File: src/design/lr_pkg.sv
// Shared types, constants and helpers for the line rasterizer.
package lr_pkg;

  localparam int COORD_W = 6;
  localparam int COLOR_W = 16;
  localparam int ERR_W = COORD_W + 2;
  localparam int TILE_SIZE_DEF = 64;

  typedef logic [COORD_W-1:0] coord_t;
  typedef logic [COLOR_W-1:0] color_t;
  typedef logic signed [ERR_W-1:0] err_t;

  typedef enum logic [3:0] {
    ST_IDLE  = 4'b0001,
    ST_SPAN  = 4'b0010,
    ST_ORDER = 4'b0100,
    ST_RUN   = 4'b1000
  } lr_state_t;

  typedef struct packed {
    logic load;
    logic span;
    logic order;
    logic advance;
  } lr_cmd_t;

  typedef struct packed {
    logic last;
  } lr_status_t;

  function automatic coord_t clamp_coord(coord_t v, coord_t lim);
    return (v > lim) ? lim : v;
  endfunction

  function automatic coord_t abs_diff(coord_t a, coord_t b);
    return (a > b) ? coord_t'(a - b) : coord_t'(b - a);
  endfunction

endpackage

File: src/design/lr_if.sv
// Line command and pixel channel interfaces.
interface lr_cmd_if;
  logic           valid;
  logic           ready;
  lr_pkg::coord_t x_start;
  lr_pkg::coord_t y_start;
  lr_pkg::coord_t x_end;
  lr_pkg::coord_t y_end;
  lr_pkg::color_t line_color;

  modport source (output valid, x_start, y_start, x_end, y_end, line_color, input ready);
  modport sink (input valid, x_start, y_start, x_end, y_end, line_color, output ready);
endinterface

interface lr_pix_if;
  logic           valid;
  logic           ready;
  lr_pkg::coord_t pixel_x;
  lr_pkg::coord_t pixel_y;
  lr_pkg::color_t pixel_color;
  logic           last_pixel;

  modport source (output valid, pixel_x, pixel_y, pixel_color, last_pixel, input ready);
  modport sink (input valid, pixel_x, pixel_y, pixel_color, last_pixel, output ready);
endinterface

File: src/design/line_rasterizer.sv
// Top level of the Bresenham line rasterizer.
//
//   channel   dir  transaction
//   in_cmd    in   one line command: two endpoints and a color
//   out_pix   out  one pixel of the line, last_pixel set on the final one
//
// A line of N pixels (N = major span + 1, at most 64) passes the setup states SPAN
// and ORDER after the command, then one pixel per cycle while out_pix is ready.
// The next command is taken in the cycle the last pixel is transferred.
// A stalled pixel holds and stops the stepping unit; reset is synchronous.
module line_rasterizer #(
  parameter int TILE_SIZE = lr_pkg::TILE_SIZE_DEF
) (
  input  logic     clk,
  input  logic     rst_n,
  lr_cmd_if.sink   in_cmd,
  lr_pix_if.source out_pix
);

  lr_pkg::lr_cmd_t    cmd;
  lr_pkg::lr_status_t status;

  lr_ctrl u_ctrl (
    .clk       (clk),
    .rst_n     (rst_n),
    .in_valid  (in_cmd.valid),
    .in_ready  (in_cmd.ready),
    .out_valid (out_pix.valid),
    .out_ready (out_pix.ready),
    .status    (status),
    .cmd       (cmd)
  );

  lr_dp #(
    .TILE_SIZE (TILE_SIZE)
  ) u_dp (
    .clk         (clk),
    .cmd         (cmd),
    .x_start     (in_cmd.x_start),
    .y_start     (in_cmd.y_start),
    .x_end       (in_cmd.x_end),
    .y_end       (in_cmd.y_end),
    .line_color  (in_cmd.line_color),
    .pixel_x     (out_pix.pixel_x),
    .pixel_y     (out_pix.pixel_y),
    .pixel_color (out_pix.pixel_color),
    .status      (status)
  );

  assign out_pix.last_pixel = status.last;

  a_busy_no_accept: assert property (@(posedge clk) disable iff (!rst_n)
    out_pix.valid && !out_pix.last_pixel |-> !in_cmd.ready)
    else $error("command taken while a line is still drawing");

  a_setup_gap: assert property (@(posedge clk) disable iff (!rst_n)
    in_cmd.valid && in_cmd.ready |=> !out_pix.valid)
    else $error("pixel shown during setup");

  a_line_continues: assert property (@(posedge clk) disable iff (!rst_n)
    out_pix.valid && out_pix.ready && !out_pix.last_pixel
      |=> out_pix.valid && $stable(out_pix.pixel_color))
    else $error("line ended before its last pixel");

endmodule

File: src/design/lr_ctrl.sv
// Sequencing state machine for the line rasterizer.
module lr_ctrl (
  input  logic               clk,
  input  logic               rst_n,
  input  logic               in_valid,
  output logic               in_ready,
  output logic               out_valid,
  input  logic               out_ready,
  input  lr_pkg::lr_status_t status,
  output lr_pkg::lr_cmd_t    cmd
);

  lr_pkg::lr_state_t state_r, state_nxt;
  logic accept;
  logic done;

  assign out_valid = (state_r == lr_pkg::ST_RUN);
  assign done      = out_valid && out_ready && status.last;
  assign in_ready  = (state_r == lr_pkg::ST_IDLE) || done;
  assign accept    = in_valid && in_ready;

  assign cmd.load    = accept;
  assign cmd.span    = (state_r == lr_pkg::ST_SPAN);
  assign cmd.order   = (state_r == lr_pkg::ST_ORDER);
  assign cmd.advance = out_valid && out_ready && !status.last;

  always_comb begin
    state_nxt = state_r;
    case (state_r)
      lr_pkg::ST_IDLE: begin
        if (accept) state_nxt = lr_pkg::ST_SPAN;
      end
      lr_pkg::ST_SPAN: begin
        state_nxt = lr_pkg::ST_ORDER;
      end
      lr_pkg::ST_ORDER: begin
        state_nxt = lr_pkg::ST_RUN;
      end
      lr_pkg::ST_RUN: begin
        if (done) state_nxt = accept ? lr_pkg::ST_SPAN : lr_pkg::ST_IDLE;
      end
      default: begin
        state_nxt = lr_pkg::ST_IDLE;
      end
    endcase
  end

  always_ff @(posedge clk) begin
    if (!rst_n) state_r <= lr_pkg::ST_IDLE;
    else        state_r <= state_nxt;
  end

endmodule

File: src/design/lr_dp.sv
// Endpoint setup and Bresenham stepping datapath.
module lr_dp #(
  parameter int TILE_SIZE = lr_pkg::TILE_SIZE_DEF
) (
  input  logic               clk,
  input  lr_pkg::lr_cmd_t    cmd,
  input  lr_pkg::coord_t     x_start,
  input  lr_pkg::coord_t     y_start,
  input  lr_pkg::coord_t     x_end,
  input  lr_pkg::coord_t     y_end,
  input  lr_pkg::color_t     line_color,
  output lr_pkg::coord_t     pixel_x,
  output lr_pkg::coord_t     pixel_y,
  output lr_pkg::color_t     pixel_color,
  output lr_pkg::lr_status_t status
);

  localparam lr_pkg::coord_t Lim = lr_pkg::coord_t'(TILE_SIZE - 1);

  lr_pkg::coord_t ax_r, ay_r, bx_r, by_r;
  lr_pkg::color_t color_r;
  logic           steep_r;
  lr_pkg::coord_t maj0_r, min0_r, maj1_r, min1_r;
  lr_pkg::coord_t m_r, n_r, mend_r, dmaj_r, dmin_r;
  logic           step_neg_r;
  lr_pkg::err_t   err_r;

  lr_pkg::coord_t dx, dy;
  logic           steep;
  logic           swap;
  lr_pkg::coord_t mstart, mend, nstart, nend;
  lr_pkg::err_t   err_dec;

  assign dx    = lr_pkg::abs_diff(bx_r, ax_r);
  assign dy    = lr_pkg::abs_diff(by_r, ay_r);
  assign steep = dy > dx;

  assign swap   = maj0_r > maj1_r;
  assign mstart = swap ? maj1_r : maj0_r;
  assign mend   = swap ? maj0_r : maj1_r;
  assign nstart = swap ? min1_r : min0_r;
  assign nend   = swap ? min0_r : min1_r;

  assign err_dec = err_r - lr_pkg::err_t'({2'b00, dmin_r});

  always_ff @(posedge clk) begin
    if (cmd.load) begin
      ax_r    <= lr_pkg::clamp_coord(x_start, Lim);
      ay_r    <= lr_pkg::clamp_coord(y_start, Lim);
      bx_r    <= lr_pkg::clamp_coord(x_end, Lim);
      by_r    <= lr_pkg::clamp_coord(y_end, Lim);
      color_r <= line_color;
    end
    if (cmd.span) begin
      steep_r <= steep;
      maj0_r  <= steep ? ay_r : ax_r;
      min0_r  <= steep ? ax_r : ay_r;
      maj1_r  <= steep ? by_r : bx_r;
      min1_r  <= steep ? bx_r : by_r;
    end
    if (cmd.order) begin
      m_r        <= mstart;
      n_r        <= nstart;
      mend_r     <= mend;
      dmaj_r     <= lr_pkg::coord_t'(mend - mstart);
      dmin_r     <= lr_pkg::abs_diff(nend, nstart);
      step_neg_r <= nstart > nend;
      err_r      <= lr_pkg::err_t'({2'b00, 1'b0, lr_pkg::coord_t'(mend - mstart) >> 1});
    end
    if (cmd.advance) begin
      m_r <= m_r + lr_pkg::coord_t'(1);
      if (err_dec < 0) begin
        n_r   <= step_neg_r ? n_r - lr_pkg::coord_t'(1) : n_r + lr_pkg::coord_t'(1);
        err_r <= err_dec + lr_pkg::err_t'({2'b00, dmaj_r});
      end else begin
        err_r <= err_dec;
      end
    end
  end

  assign pixel_x     = steep_r ? n_r : m_r;
  assign pixel_y     = steep_r ? m_r : n_r;
  assign pixel_color = color_r;
  assign status.last = (m_r == mend_r);

endmodule
File: src/flat_wrapper.sv
// flat-port wrapper written by rule: the top's interface ports become plain ports
module line_rasterizer_flat 
#(
  parameter int TILE_SIZE = lr_pkg::TILE_SIZE_DEF
)
  (clk, rst_n, in_cmd_valid, in_cmd_x_start, in_cmd_y_start, in_cmd_x_end, in_cmd_y_end, in_cmd_line_color, in_cmd_ready, out_pix_valid, out_pix_pixel_x, out_pix_pixel_y, out_pix_pixel_color, out_pix_last_pixel, out_pix_ready);
  lr_cmd_if in_cmd_i ();
  lr_pix_if out_pix_i ();
  input  logic clk;
  input  logic rst_n;
  input wire logic [$bits(in_cmd_i.valid)-1:0] in_cmd_valid;
  input wire logic [$bits(in_cmd_i.x_start)-1:0] in_cmd_x_start;
  input wire logic [$bits(in_cmd_i.y_start)-1:0] in_cmd_y_start;
  input wire logic [$bits(in_cmd_i.x_end)-1:0] in_cmd_x_end;
  input wire logic [$bits(in_cmd_i.y_end)-1:0] in_cmd_y_end;
  input wire logic [$bits(in_cmd_i.line_color)-1:0] in_cmd_line_color;
  output wire logic [$bits(in_cmd_i.ready)-1:0] in_cmd_ready;
  output wire logic [$bits(out_pix_i.valid)-1:0] out_pix_valid;
  output wire logic [$bits(out_pix_i.pixel_x)-1:0] out_pix_pixel_x;
  output wire logic [$bits(out_pix_i.pixel_y)-1:0] out_pix_pixel_y;
  output wire logic [$bits(out_pix_i.pixel_color)-1:0] out_pix_pixel_color;
  output wire logic [$bits(out_pix_i.last_pixel)-1:0] out_pix_last_pixel;
  input wire logic [$bits(out_pix_i.ready)-1:0] out_pix_ready;
  assign in_cmd_i.valid = in_cmd_valid;
  assign in_cmd_i.x_start = in_cmd_x_start;
  assign in_cmd_i.y_start = in_cmd_y_start;
  assign in_cmd_i.x_end = in_cmd_x_end;
  assign in_cmd_i.y_end = in_cmd_y_end;
  assign in_cmd_i.line_color = in_cmd_line_color;
  assign in_cmd_ready = in_cmd_i.ready;
  assign out_pix_valid = out_pix_i.valid;
  assign out_pix_pixel_x = out_pix_i.pixel_x;
  assign out_pix_pixel_y = out_pix_i.pixel_y;
  assign out_pix_pixel_color = out_pix_i.pixel_color;
  assign out_pix_last_pixel = out_pix_i.last_pixel;
  assign out_pix_i.ready = out_pix_ready;
  line_rasterizer #(.TILE_SIZE(TILE_SIZE)) u_core (.clk(clk), .rst_n(rst_n), .in_cmd(in_cmd_i), .out_pix(out_pix_i));
endmodule
File: config.mk
export PLATFORM = sky130hd
export DESIGN_NAME = line_rasterizer_flat
export DESIGN_NICKNAME = d
export VERILOG_FILES = /design/src/design/lr_pkg.sv /design/src/design/lr_if.sv /design/src/design/line_rasterizer.sv /design/src/design/lr_ctrl.sv /design/src/design/lr_dp.sv /design/src/flat_wrapper.sv
export SDC_FILE = /design/constraint.sdc
export NUM_CORES = 1
export LEC_CHECK = 0
export BUFFER_PORTS_ARGS = -buffer_cell sky130_fd_sc_hd__clkbuf_2
export CORE_MARGIN = 3
export CORE_UTILIZATION = 60
export DETAILED_ROUTE_END_ITERATION = 16
export GPL_ROUTABILITY_DRIVEN = 1
export MAX_ROUTING_LAYER = met4
export PLACE_DENSITY = 0.88
export SYNTH_ARGS = -nofsm -noshare
export SYNTH_HDL_FRONTEND = slang
export SYNTH_SLANG_ARGS = --single-unit
File: constraint.sdc
create_clock -name clk -period 6.2 [get_ports clk]
set_input_delay 1.24 -clock clk [delete_from_list [all_inputs] [get_ports clk]]
set_output_delay 1.24 -clock clk [all_outputs]
set_load 0.02 [all_outputs]
# After elaboration in Yosys (flattened, before gate mapping)
# Cells that the tools add are included.
# classes
order_cmp	11
reduce_logical	8
n_mux	26
eq_ne	7
addsub	12
# op_table
operator	count
6-bit two-way mux	19
6-bit subtractor	7
6-bit > comparator	6
6-bit > comparator, second input constant	4
8-bit two-way mux	3
4-bit case mux with 4 select lines	1
6-bit by 1-bit adder with 6-bit output, second input constant	2
8-bit by 7-bit adder with 8-bit output	1
8-bit by 1-bit less-than comparator with 1-bit output, second input constant	1
4-bit two-way mux	2
8-bit by 7-bit subtractor with 8-bit output	1
6-bit == test	1
6-bit by 1-bit subtractor with 6-bit output, second input constant	1
4-bit by 1-bit == test with 1-bit output, second input constant	1
4-bit by 2-bit == test with 1-bit output, second input constant	1
4-bit by 3-bit == test with 1-bit output, second input constant	1
4-bit == test, second input constant	1
1-bit logical AND	4
2-bit two-way mux	1
2-bit by 1-bit inequality test with 1-bit output, second input constant	1
2-bit inequality test, second input constant	1
2-bit AND reduction	1
2-bit nonzero test	1
1-bit logical NOT	1
1-bit logical OR	1
# totals
in_bits	44
out_inout_bits	31
register_bits	108

# Logic depth before layout (Yosys ltp)
# Gate-level depths: netlist of run 1.
# logic_depth
word_depth	8
depth_mapped	20
mapped_depth_nobuf	19

# Hierarchy
# A second synthesis of run 1 with hierarchy kept.
# hier_totals
hier_cells	681
area_unflattened_um2	7204.4
# modules_own_cells
mod	n_inst	area_per_inst_um2	seq_area_each_um2	cells_each
lr_dp	1	6949.2	3062.9	649
lr_ctrl	1	255.2	80.1	32

# Least setup slack after synthesis of run 1
# OpenSTA, ideal clock, no wires.
# synth_timing
path_kind	register to register
startpoint	reg u_core.u_dp.by_r[0]
endpoint	reg u_core.u_dp.maj0_r[1] (data pin)
required_time_ns	5.935
path_slack_ns	1.800
n_path_buf	1
arrival_time_ns	4.135
setup_time_ns	0.265
stages_incl_launch_ff	18
path_cell_list	edfxtp_1 inv_1 ha_1 inv_1 fa_1 a21o_1 a21oi_1 nor2b_1 o31ai_4 mux2_2 a221oi_1 o221ai_1 xor2_1 ha_1 and4_1 a31oi_1 buf_2 mux2i_1
# synth_between
elab_chain_cells	4
word_cells_on_any_way	6
cone_classes	2 x add/sub; 2 x order compare; 2 x mux
# synth_rtl
element	line	source
start, declared	lr_dp.sv:20	lr_pkg::coord_t ax_r, ay_r, bx_r, by_r;
start signal, assigned	lr_dp.sv:51	by_r <= lr_pkg::clamp_coord(y_end, Lim);
6-bit subtractor / 6-bit > comparator (equally long branches)	lr_pkg.sv:36	return (a > b) ? coord_t'(a - b) : coord_t'(b - a);
6-bit two-way mux (*)	lr_pkg.sv:36	
6-bit > comparator (*)	lr_dp.sv:36	assign steep = dy > dx;
6-bit two-way mux (*)	lr_dp.sv:56	maj0_r <= steep ? ay_r : ax_r;
end signal, assigned	lr_dp.sv:56	
end, declared	lr_dp.sv:23	lr_pkg::coord_t maj0_r, min0_r, maj1_r, min1_r;
# Every way passes the cells marked *; elsewhere a longest branch is shown, timed or not.
# A chain may end at the register's enable or synchronous reset.

# Worst setup path after layout of run 1
# layout_timing
startpoint	reg u_core.u_dp.bx_r[0]
endpoint	reg u_core.u_dp.maj1_r[1] (data pin)
# layout_between
elab_chain_cells	4
word_cells_on_any_way	6
cone_classes	2 x add/sub; 2 x order compare; 2 x mux
# layout_rtl
element	line	source
start, declared	lr_dp.sv:20	
start signal, assigned	lr_dp.sv:50	bx_r <= lr_pkg::clamp_coord(x_end, Lim);
6-bit subtractor / 6-bit > comparator (equally long branches)	lr_pkg.sv:36	
6-bit two-way mux (*)	lr_pkg.sv:36	
6-bit > comparator (*)	lr_dp.sv:36	
6-bit two-way mux (*)	lr_dp.sv:58	maj1_r <= steep ? by_r : bx_r;
end signal, assigned	lr_dp.sv:58	
end, declared	lr_dp.sv:23	
# Marked as above.

==> summary by stage, run 1 <==
Clock network
The tree built by TritonCTS fans out to 108 sinks. The clock-pin slew reported for the worst setup and hold paths after clock tree synthesis is 0.08 ns. The TritonCTS buffer count is 9. The TritonCTS clock tree is yes. The total of hold buffers inserted after clock tree synthesis is 0.

In this run, post-CTS repair resized a total of 0 instances. The number of levels in the clock H-tree is 3. CTS placed an instance of sky130_fd_sc_hd__clkbuf_16 at the clock tree root. The count of buffers added by post-CTS timing repair for setup is 0. The clock reaches the later pin of the worst-skew pair after 0.36 ns. The worst-case clock buffer depth is 2.

Floorplan
The area of the core is 0.0116 mm2. The initial utilization of the core area, before any placement, comes to 62.2%. For this design the top-level I/O count stands at 75. The chip height is 116 um.

The die width is 116 um. The initialized floorplan defines 39 standard-cell rows. The die covers 0.0134 mm2.

Critical path
The critical path in this run is classified as flip-flop to flip-flop. The worst register-to-register path begins at u_core.u_dp.bx_r[0]. The data arrival time of the worst path is 5.18 ns. Of all nets on the critical path, the largest fanout is 14.

The worst-case reg-to-reg path depth is 20. The worst flop-to-flop path endpoint is u_core.u_dp.maj1_r[1]. At the worst endpoint, the required time is 6.40 ns. The critical path starts at u_core.u_dp.bx_r[0]. STA classifies the critical path endpoint as a flip-flop. The internal reg-to-reg setup slack is 1.22 ns.

The launching element type of the critical path is a flip-flop.

Timing
Static timing analysis puts the maximum clock frequency at 201 MHz. The hold violation count in the final report is 0. The accumulated negative setup slack is 0 ns. For the finished layout, the period the worst path requires is 4.98 ns. The total count of max-transition violations in the final report came to 0. The final-report setup violation count is 0. After layout, the worst path uses 80.3% of the clock period.

The normalized max-slew margin is 37.4%. Setup repair after global routing left no endpoint under its margin. In the post-route analysis, the smallest setup slack over all paths is 1.22 ns. The worst clock skew is 0.00879 ns. The pin slew with the least headroom to its limit is 0.933 ns.

Drt
The violation count after the first detailed-routing iteration is 425. The count of TritonRoute iterations in the first routing pass is 6. Across all layers, the routed design uses 5290 vias. After detailed routing, the number of remaining DRC violations is 0. The final layout contains routed wiring with a total length of 15.4 mm. In this run the remaining antenna-violating nets after routing total 0. Dividing the detail-routed via count by the number of cells gives 6.06. After detailed routing, the average wire length per cell comes to 17.7 um.

Synthesis
For this run, the leading register cell type out of synthesis is sky130_fd_sc_hd__edfxtp_1. The top cell type by area accounts for 40.7% of the synthesized area. The cell count after synthesis is 677. When the netlist entered floorplanning its net count stood at 782.

Sorting the synthesized cells by area gives the leading types as sky130_fd_sc_hd__edfxtp_1 (41%), sky130_fd_sc_hd__ha_1 (9.4%), sky130_fd_sc_hd__mux2i_1 (6.7%). The mean cell area of the mapped netlist is 10.7 um2. After synthesis, the share of flip-flops with an asynchronous set or reset is 0%. The library cell with the largest summed area after synthesis is sky130_fd_sc_hd__edfxtp_1. The area of the mapped netlist is 0.00722 mm2. The sequential fraction of the synthesis area is 43.5%.

The count of warnings emitted by yosys is 0. The number of different library cells used by synthesis comes to 62. The number of synthesized register bits is 108. In this run, synthesis inferred 98 flip-flops with an integrated enable.

GRT
The number of global-route vias before repair is 5195. The maximum number of pins on one net before global-route repair is 42. The first global-routing pass estimated 24.4 mm of wire.

The residual overflow from global routing is 0. The total global routing track utilization is 24.0%. The number of antenna violations at the first check in global routing was 0.

Worst hold path
The endpoint with the worst hold slack is u_core.u_dp.n_r[5]. The worst hold path was traced through 2 stages. The source of the worst hold timing path is u_core.u_dp.n_r[5]. The min-delay analysis places its worst path in the category flip-flop to flip-flop.

Placement
In this run the tool buffered the top-level ports with 74 buffer cells. Prior to clock tree synthesis, the placed netlist has a worst setup slack of 1.34 ns. The detailed placer's ending HPWL is 11.8 mm. The weighted congestion at the end of routability-driven global placement is 0.960.

Power
VDD sags by at most 212 uV. In this run the static leakage power is 3.36 nW. Power spread over the standard cell area amounts to 249 mW/mm2.

Final layout
The number of fillers in the final layout is 850. From synthesis to final layout, the design area changed by 10.0%. At the end of the flow, the number of nets in the layout was 830. The share of post-route cells with drive strength above 1 is 18.1%. The repair_antennas step left the layout with diodes totalling 0.

Flow run
The total of max-cap violations is 0.

Run status
The run finished with clean final reports.
layer usage:
metal | vias to the layer above | track usage, % | wire, um
met1 | 2530 | 28.4 | 6370
met4 | 0 | 10.1 | 431
met5 | - | - | 0
met3 | 33 | 3.66 | 863
met2 | 197 | 41.1 | 7780
li1 | 2530 | - | -
kinds of logic after synthesis:
family | synth area share [%]
multiplexers | 10.1
XOR/XNOR | 4.97
AO/OA/AOI/OAI | 13.3
AND/OR/NAND/NOR | 11.0
flip-flops | 43.5
adder cells (fa/ha/maj) | 11.6
buffers and inverters | 5.56
where the power goes:
part | total, mW | leakage (nW) | internal (mW) | switching [mW]
Combinational | 0.544 | 2.24 | 0.245 | 0.300
Clock | 0.558 | 0.137 | 0.281 | 0.277
Sequential | 0.881 | 0.988 | 0.857 | 0.0234
registers in the layout, summed over array words and instances, names as in the netlist:
register,flops
u_core.u_dp.maj1_r,6
u_core.u_dp.min1_r,6
u_core.u_dp.n_r,6
u_core.u_dp.dmaj_r,6
u_core.u_dp.step_neg_r,1
u_core.u_dp.maj0_r,6
u_core.u_dp.ax_r,6
u_core.u_dp.min0_r,6
u_core.u_dp.err_r,8
u_core.u_dp.bx_r,6
u_core.u_ctrl.state_r,4
u_core.u_dp.dmin_r,6
u_core.u_dp.pixel_color,16
u_core.u_dp.mend_r,6
u_core.u_dp.by_r,6
u_core.u_dp.steep_r,1
u_core.u_dp.m_r,6
u_core.u_dp.ay_r,6
worst max-delay path: stages (launching register included):
cell and delay [ns]:
sky130_fd_sc_hd__edfxtp_1 0.42, sky130_fd_sc_hd__inv_1 0.13, sky130_fd_sc_hd__ha_1 0.18, sky130_fd_sc_hd__inv_1 0.06, sky130_fd_sc_hd__fa_1 0.38, sky130_fd_sc_hd__a21o_1 0.17, sky130_fd_sc_hd__a21oi_1 0.18, sky130_fd_sc_hd__nor2b_1 0.10
sky130_fd_sc_hd__o31ai_4 0.44, sky130_fd_sc_hd__mux2_2 0.41, sky130_fd_sc_hd__a21oi_1 0.21, sky130_fd_sc_hd__o21ai_0 0.14, sky130_fd_sc_hd__xnor2_1 0.16, sky130_fd_sc_hd__ha_1 0.30, sky130_fd_sc_hd__o21a_1 0.13, sky130_fd_sc_hd__o21ai_0 0.11
sky130_fd_sc_hd__nand2b_1 0.12, sky130_fd_sc_hd__a21oi_1 0.10, sky130_fd_sc_hd__a31oi_4 0.52, sky130_fd_sc_hd__buf_4 0.35, sky130_fd_sc_hd__mux2i_1 0.23
how the worst max path moves through the flow:
stage | to | slack, ns
after floorplan | u_core.u_dp.maj0_r[1] | 1.80
final | u_core.u_dp.maj1_r[1] | 1.22
after CTS | u_core.u_dp.maj1_r[4] | 1.25
after detailed placement | u_core.u_dp.maj1_r[4] | 1.34
after global placement | u_core.u_dp.min1_r[1] | 1.63
after global routing | u_core.u_dp.maj1_r[1] | 0.91
synth_stat cells (all sizes together) (12+ instances only):
master  count
clkbuf     34
xnor2      29
xor2       12
nand2      46
ha         54
o21ai      33
nor3       12
mux2       22
edfxtp     98
nor2       25
a21o       12
inv        60
mux2i      48
nand3      15
nand2b     15
nor2b      15
a21oi      31
placed cells by master, fill, tap and decap left out, types with 25 or more instances in the layout:
cell,instances
sky130_fd_sc_hd__a21oi_1,31
sky130_fd_sc_hd__clkbuf_2,74
sky130_fd_sc_hd__edfxtp_1,98
sky130_fd_sc_hd__ha_1,54
sky130_fd_sc_hd__inv_1,60
sky130_fd_sc_hd__mux2i_1,48
sky130_fd_sc_hd__nand2_1,46
sky130_fd_sc_hd__nor2_1,25
sky130_fd_sc_hd__o21ai_0,29
sky130_fd_sc_hd__xnor2_1,29
per-stage QoR:
stage	power, mW	cells	hold WS, ns	util [%]	area (um2)
after floorplan	1.30	677	0.520	-	7220
after global placement	1.40	857	0.543	66.0	7660
after detailed placement	1.43	857	0.566	66.0	7660
after CTS	1.99	873	0.585	68.4	7950
after global routing	2.07	873	0.624	68.4	7950
final	1.98	873	0.581	68.4	7950
area by class of cell:
class / instances / area, um2 / area share (%)
clock buffers: 10 / 229 / 2.88
clock inverters: 6 / 58.8 / 0.740
inverters: 60 / 225 / 2.83
multi-input cells: 467 / 3710 / 46.6
flip-flops and latches: 108 / 3140 / 39.5
well taps: 143 / 179 / 2.25
repair buffers: 79 / 408 / 5.13
Power figures use the tool's default switching activity.
==> run 2: changes to the inputs <==
- clock period: 6.2 -> 5.15 ns (I/O delays scaled with it)
==> summary by stage, run 2 (synthesis results as in run 1) <==
Final layout
The final instance area is 0.00795 mm2 (about the same). The non-filler instance count after layout is 874 (+0.11%). The final net count came to 831 (+0.12%).

The final antenna diode count is 0 (unchanged). The number of fillers in the final layout is 835 (-1.8%). The layout overhead on the synthesized area was 10.1% (about the same). Leaving out fill and tap cells, the most frequent cell in the layout is sky130_fd_sc_hd__edfxtp_1. The flip-flop count of the largest register after layout came to 16 (unchanged).

The share of post-route cells with drive strength above 1 came to 18.2% (+0.11 points). The library cells used most frequently in the layout, excluding fill and tap cells, are sky130_fd_sc_hd__edfxtp_1 (98), sky130_fd_sc_hd__clkbuf_2 (74), sky130_fd_sc_hd__inv_1 (60), sky130_fd_sc_hd__ha_1 (54), sky130_fd_sc_hd__mux2i_1 (48).

Timing
The accumulated negative setup slack is 0 ns (unchanged). The pin slew with the least headroom to its limit came to 0.904 ns (-0.0286 ns). The normalized max-slew margin was 39.4% (+2.1 points).

The final-report setup violation count is 0 (unchanged). The minimum period implied by the final worst setup slack is 4.62 ns (-0.361 ns). The final critical-path share of the clock period was 89.7% (+9.4 points).

The fmax is 216 MHz (+7.8%). The hold violation count in the final report is 0 (unchanged). The worst hold-check slack is 0.572 ns (-0.00829 ns). Setup repair after global routing left no endpoint under its margin. The total count of max-transition violations in the final report is 0 (unchanged).

The worst clock skew is 0.0168 ns (+0.00804 ns).

Placement
The total of buffers placed on input and output ports came to 74 (unchanged). The detailed placer's ending HPWL was 11.9 mm (+1.6%). The number of cells in the design after placement is 858 (+0.12%). The weighted congestion at the end of routability-driven global placement is 0.989 (+3.0%).

The post-place instance area came to 0.00767 mm2 (about the same).

Critical path
The data required time of the critical path is 5.35 ns (-1.05 ns). The data arrival time of the worst path is 4.82 ns (-0.36 ns). STA classifies the critical path endpoint as a flip-flop. The highest fanout seen on the critical path is 12 (-2).

The type of the worst setup path is flip-flop to flip-flop. The worst setup path is launched from a flip-flop.

Worst hold path
The tightest min-delay check is of the flip-flop to flip-flop type.

Flow run
The total of max-cap violations is 0 (unchanged).

Drt
The vias per cell is 6.03 (-0.57%). The vias after detailed routing is 5266 (-0.45%). The average routed wire per standard cell is 17.7 um (-0.15%). The violation count after the first detailed-routing iteration was 364 (-14%).

The number of antenna-violating nets in the routed design is 0 (unchanged). The count of TritonRoute iterations in the first routing pass is 5 (-1). The total routed wirelength is 15.4 mm (about the same). The remaining routing DRC violations is 0 (unchanged).

Power
The maximum vdd ir drop came to 272 uV (+28%). The total power is 2.39 mW (+21%). The leakage component of the power is 3.37 nW (+0.28%).

The power per cell area was 301 mW/mm2 (+21%).

Floorplan
The area of the core is 0.0116 mm2 (unchanged). The area of the die is 0.0134 mm2 (unchanged). The chip height is 116 um (unchanged).

The effective utilization at floorplan is 62.2% (unchanged). The count of pins on the block boundary was 75 (unchanged). The site row count is 39 (unchanged). The die width is 116 um (unchanged).

Clock network
The insertion delay of the later-clocked pin in the worst-skew pair was 0.36 ns (about the same). The root buffer cell is sky130_fd_sc_hd__clkbuf_16. The TritonCTS clock tree is yes. The number of levels in the clock H-tree is 3 (unchanged). The count of buffers added by post-CTS timing repair for setup is 0 (unchanged). The worst-case clock buffer depth is 2 (unchanged). The post-cts repair resize count is 0 (unchanged).

The clock-pin slew reported for the worst setup and hold paths after clock tree synthesis came to 0.08 ns (about the same). The total of hold buffers inserted after clock tree synthesis is 0 (unchanged). The number of sinks handled by clock tree synthesis is 108 (unchanged).

The TritonCTS buffer count is 9 (unchanged).

GRT
The total global routing track utilization is 24.4% (+0.39 points). The number of antenna violations at the first check in global routing is 0 (unchanged). The maximum number of pins on one net before global-route repair is 42 (unchanged). The residual overflow from global routing is 0 (unchanged). The number of global-route vias before repair is 5350 (+3.0%).

The first-pass GRT wire length came to 25.0 mm (+2.5%).

Run status
The flow ran to the end, and the final reports show no timing, DRC or antenna violations.
## run 2: report_power, final
part | internal (mW) | leakage [nW] | switching, mW | total [mW]
Sequential | 1.03 | 0.988 | 0.0288 | 1.06
Combinational | 0.301 | 2.24 | 0.353 | 0.654
Clock | 0.349 | 0.141 | 0.331 | 0.680
## run 2: layout make-up
| class | instances | area (um2) | area share, % |
|---|---|---|---|
| clock buffers | 11 | 243 | 3.05 |
| clock inverters | 5 | 41.3 | 0.519 |
| inverters | 60 | 225 | 2.83 |
| multi-input cells | 467 | 3710 | 46.6 |
| flip-flops and latches | 108 | 3140 | 39.5 |
| well taps | 143 | 179 | 2.25 |
| repair buffers | 80 | 415 | 5.22 |
## run 2: worst paths after layout
check	startpoint	end	slack (ns)	cells after the start
min	u_core.u_dp.n_r[5]	u_core.u_dp.n_r[5]	0.57	2
max reg2reg	u_core.u_dp.bx_r[0]	u_core.u_dp.min1_r[4]	0.53	17
max	u_core.u_dp.bx_r[0]	u_core.u_dp.min1_r[4]	0.53	17
min reg2reg	u_core.u_dp.n_r[5]	u_core.u_dp.n_r[5]	0.57	2
## run 2: through the flow
step | setup slack (ns) | util, %
finish | 0.530 | 68.5
global placement | 0.803 | 66.0
detailed placement | 0.583 | 66.0
global route | 0.238 | 68.5
CTS | 0.554 | 68.5
floorplan | 0.750 | -
## run 2: layer usage
layer / track usage [%] / share of wire, %
met1: 29.1 / 41
met5: - / 0
met4: 8.28 / 2.6
met3: 5.12 / 6.4
met2: 41.4 / 50
## run 2: worst max-delay path: stages (launching register included)
cell and delay (ns):
sky130_fd_sc_hd__edfxtp_1 0.39, sky130_fd_sc_hd__inv_1 0.11, sky130_fd_sc_hd__ha_1 0.19, sky130_fd_sc_hd__inv_1 0.06, sky130_fd_sc_hd__fa_1 0.38, sky130_fd_sc_hd__a21o_1 0.18, sky130_fd_sc_hd__a21oi_1 0.19, sky130_fd_sc_hd__nor2b_1 0.10
sky130_fd_sc_hd__o31ai_4 0.43, sky130_fd_sc_hd__mux2_2 0.39, sky130_fd_sc_hd__a221oi_1 0.28, sky130_fd_sc_hd__o221ai_1 0.20, sky130_fd_sc_hd__xnor2_1 0.20, sky130_fd_sc_hd__ha_1 0.27, sky130_fd_sc_hd__and4_1 0.24, sky130_fd_sc_hd__a31oi_4 0.33
sky130_fd_sc_hd__buf_4 0.30, sky130_fd_sc_hd__mux2i_1 0.23
==> run 3: changes to the inputs <==
- CELL_PAD_IN_SITES_DETAIL_PLACEMENT: unset -> 0
- CELL_PAD_IN_SITES_GLOBAL_PLACEMENT: unset -> 2
- CORE_UTILIZATION: 60 -> 39
- PLACE_DENSITY: 0.88 -> 0.87
==> summary by stage, run 3 (synthesis results as in run 1) <==
Clock network
The total of hold buffers inserted after clock tree synthesis was 0 (unchanged). The count of buffers added by post-CTS timing repair for setup is 0 (unchanged). The insertion delay of the later-clocked pin in the worst-skew pair is 0.36 ns (about the same).

The number of levels in the clock H-tree is 3 (unchanged). In this run the clock root is driven by a sky130_fd_sc_hd__clkbuf_16. The number of sinks handled by clock tree synthesis is 108 (unchanged).

The post-cts repair resize count is 0 (unchanged). The clock-pin slew reported for the worst setup and hold paths after clock tree synthesis is 0.08 ns (about the same). The TritonCTS buffer count is 9 (unchanged). TritonCTS built the clock tree. The worst-case clock buffer depth is 2 (unchanged).

Timing
The pin slew with the least headroom to its limit is 0.952 ns (+0.0474 ns). The final critical-path share of the clock period was 91.9% (+2.2 points). The final-report setup violation count came to 0 (unchanged). Setup repair after global routing left no endpoint under its margin. The normalized max-slew margin is 36.3% (-3.2 points).

The hold violation count in the final report is 0 (unchanged). The total count of max-transition violations in the final report is 0 (unchanged). The worst clock skew came to 0.0111 ns (-0.00572 ns). The fmax is 211 MHz (-2.4%). The accumulated negative setup slack came to 0 ns (unchanged). The minimum period implied by the final worst setup slack is 4.73 ns (+0.112 ns).

GRT
The number of antenna violations at the first check in global routing is 0 (unchanged). The maximum number of pins on one net before global-route repair is 42 (unchanged). The residual overflow from global routing is 0 (unchanged). The first-pass GRT wire length came to 26.5 mm (+6.0%). The total global routing track utilization came to 17.0% (-7.4 points). The number of global-route vias before repair was 5218 (-2.5%).

Placement
The detailed placer's ending HPWL is 12.6 mm (+5.6%). The post-place instance area was 0.00779 mm2 (+1.6%). The total of buffers placed on input and output ports is 74 (unchanged). The weighted congestion at the end of routability-driven global placement is 0.879 (-11%). The number of cells in the design after placement is 946 (+10%).

Drt
The total routed wirelength came to 16.0 mm (+3.5%). The remaining routing DRC violations was 0 (unchanged). The vias per cell is 5.23 (-13%). The violation count after the first detailed-routing iteration was 303 (-17%).

The vias after detailed routing is 5029 (-4.5%). The count of TritonRoute iterations in the first routing pass is 4 (-1). The number of antenna-violating nets in the routed design is 0 (unchanged). The average routed wire per standard cell is 16.6 um (-5.9%).

Power
The combinational cell fraction of total power is 26.7% (-0.6 points). The leakage component of the power is 3.40 nW (+0.78%). The total power is 2.44 mW (+2.0%). The maximum vdd ir drop was 210 uV (-23%).

The internal power is 1.71 mW (+1.5%). The power per cell area came to 301 mW/mm2 (about the same). The portion of total power attributed to sequential cells was 43.3% (-1.0 points). The switching part of the total is 30.1% (+0.32 points). The proportion of power drawn by the clock network is 29.9% (+1.5 points). The net switching power is 0.735 mW (+3.1%).

Floorplan
The count of pins on the block boundary is 75 (unchanged). The area of the core is 0.0181 mm2 (+56%). The die width is 142 um (+23%).

The effective utilization at floorplan was 39.9% (-22 points). The area of the die was 0.0202 mm2 (+51%). The site row count is 49 (+26%).

The chip height is 142 um (+23%).

Critical path
The peak per-stage delay on the critical path came to 0.45 ns (+0.02 ns). Traced cell by cell, the critical path runs through inv_1 -> ha_1 -> inv_1 -> fa_1 -> a21o_1 -> a21oi_1 -> nor2b_1 -> o31ai_4 -> mux2_2 -> a221oi_1 -> o221ai_1 -> xor2_1 -> ha_1 -> and4_1 -> a31oi_4 -> buf_4 -> mux2i_1. The launching element type of the critical path is a flip-flop. The number of buffer and inverter instances along the worst setup path is 3 (unchanged). The data required time of the critical path is 5.34 ns (about the same). The highest fanout seen on the critical path is 11 (-1). The type of the worst setup path is flip-flop to flip-flop. The internal reg-to-reg setup slack came to 0.42 ns (-0.11 ns).

The data arrival time of the worst path is 4.92 ns (+0.10 ns). The top cell family by delay on the critical path is compound AO/OA/AOI/OAI gates. For this design, the slowest cell found on the critical path is sky130_fd_sc_hd__a31oi_4.

The worst setup path is captured at a flip-flop.

Final layout
The share of post-route cells with drive strength above 1 is 18.6% (+0.36 points). The final instance area was 0.00811 mm2 (+2.0%). The library cell used most frequently in the layout, excluding fill and tap cells, is sky130_fd_sc_hd__edfxtp_1. The layout overhead on the synthesized area is 12.3%. The non-filler instance count after layout came to 962 (+10%). The flip-flop count of the largest register after layout came to 16 (unchanged). The final net count is 833 (+0.24%). Leaving out fill and tap cells, the most frequent cells in the layout are sky130_fd_sc_hd__edfxtp_1 (98), sky130_fd_sc_hd__clkbuf_2 (74), sky130_fd_sc_hd__inv_1 (60), sky130_fd_sc_hd__ha_1 (54), sky130_fd_sc_hd__mux2i_1 (48).

The final antenna diode count is 0 (unchanged).

Worst hold path
The min-delay analysis places its worst path in the category flip-flop to flip-flop.

Run status
The run finished with clean final reports.

Flow run
The total of max-cap violations came to 0 (unchanged).
==> run 3: changes by cell type in the layout (fill, tap and decap cells not counted), sizes merged <==
cell,previous run,this run
clkbuf,85,84
clkinv,1,4
inv,64,62
buf,6,8
==> run 3: layout make-up <==
class | instances | area (um2)
clock buffers | 10 | 250
clock inverters | 6 | 72.6
fillers | 1687 | 9970
inverters | 60 | 225
multi-input cells | 467 | 3710
flip-flops and latches | 108 | 3140
well taps | 229 | 287
repair buffers | 82 | 430
==> run 3: power by group through the flow <==
| stage | combinational (mW) | clock [mW] | sequential (mW) |
|---|---|---|---|
| 2_1_floorplan | 0.486 | 0 | 1.08 |
| 3_3_place_gp | 0.633 | 0 | 1.08 |
| 3_5_place_dp | 0.656 | 0 | 1.08 |
| 4_1_cts | 0.659 | 0.754 | 1.06 |
| 5_1_grt | 0.726 | 0.786 | 1.06 |
| 6_report | 0.653 | 0.731 | 1.06 |
==> run 3: layer usage <==
layer | up-vias | GRT usage, % | wire length, um | share of wire (%)
met5 | - | - | 0 | 0
met4 | 0 | 4.80 | 353 | 2.2
met3 | 18 | 3.36 | 665 | 4.2
met2 | 121 | 27.2 | 7590 | 47
met1 | 2353 | 22.1 | 7380 | 46
li1 | 2537 | - | - | -
==> run 3: worst paths after layout <==
check | cells past startpoint | start | to
max | 17 | u_core.u_dp.by_r[0] | u_core.u_dp.maj1_r[2]
min | 2 | u_core.u_dp.n_r[0] | u_core.u_dp.n_r[0]
max reg2reg | 17 | u_core.u_dp.by_r[0] | u_core.u_dp.maj1_r[2]
min reg2reg | 2 | u_core.u_dp.n_r[0] | u_core.u_dp.n_r[0]
==> run 3: tightest hold or removal path, cell delays in order, from the launching register on <==
cell	delay, ns
sky130_fd_sc_hd__dfxtp_1	0.34
sky130_fd_sc_hd__nor2_1	0.10
sky130_fd_sc_hd__a221o_1	0.11
==> run 3: per-stage QoR <==
stage / util [%] / hold WS [ns] / worst slack [ns]
after detailed placement: 43.1 / 0.568 / 0.458
after global placement: 43.1 / 0.544 / 0.674
after CTS: 44.9 / 0.587 / 0.424
after global routing: 44.9 / 0.609 / 0.124
final: 44.9 / 0.580 / 0.418
after floorplan: - / 0.520 / 0.750
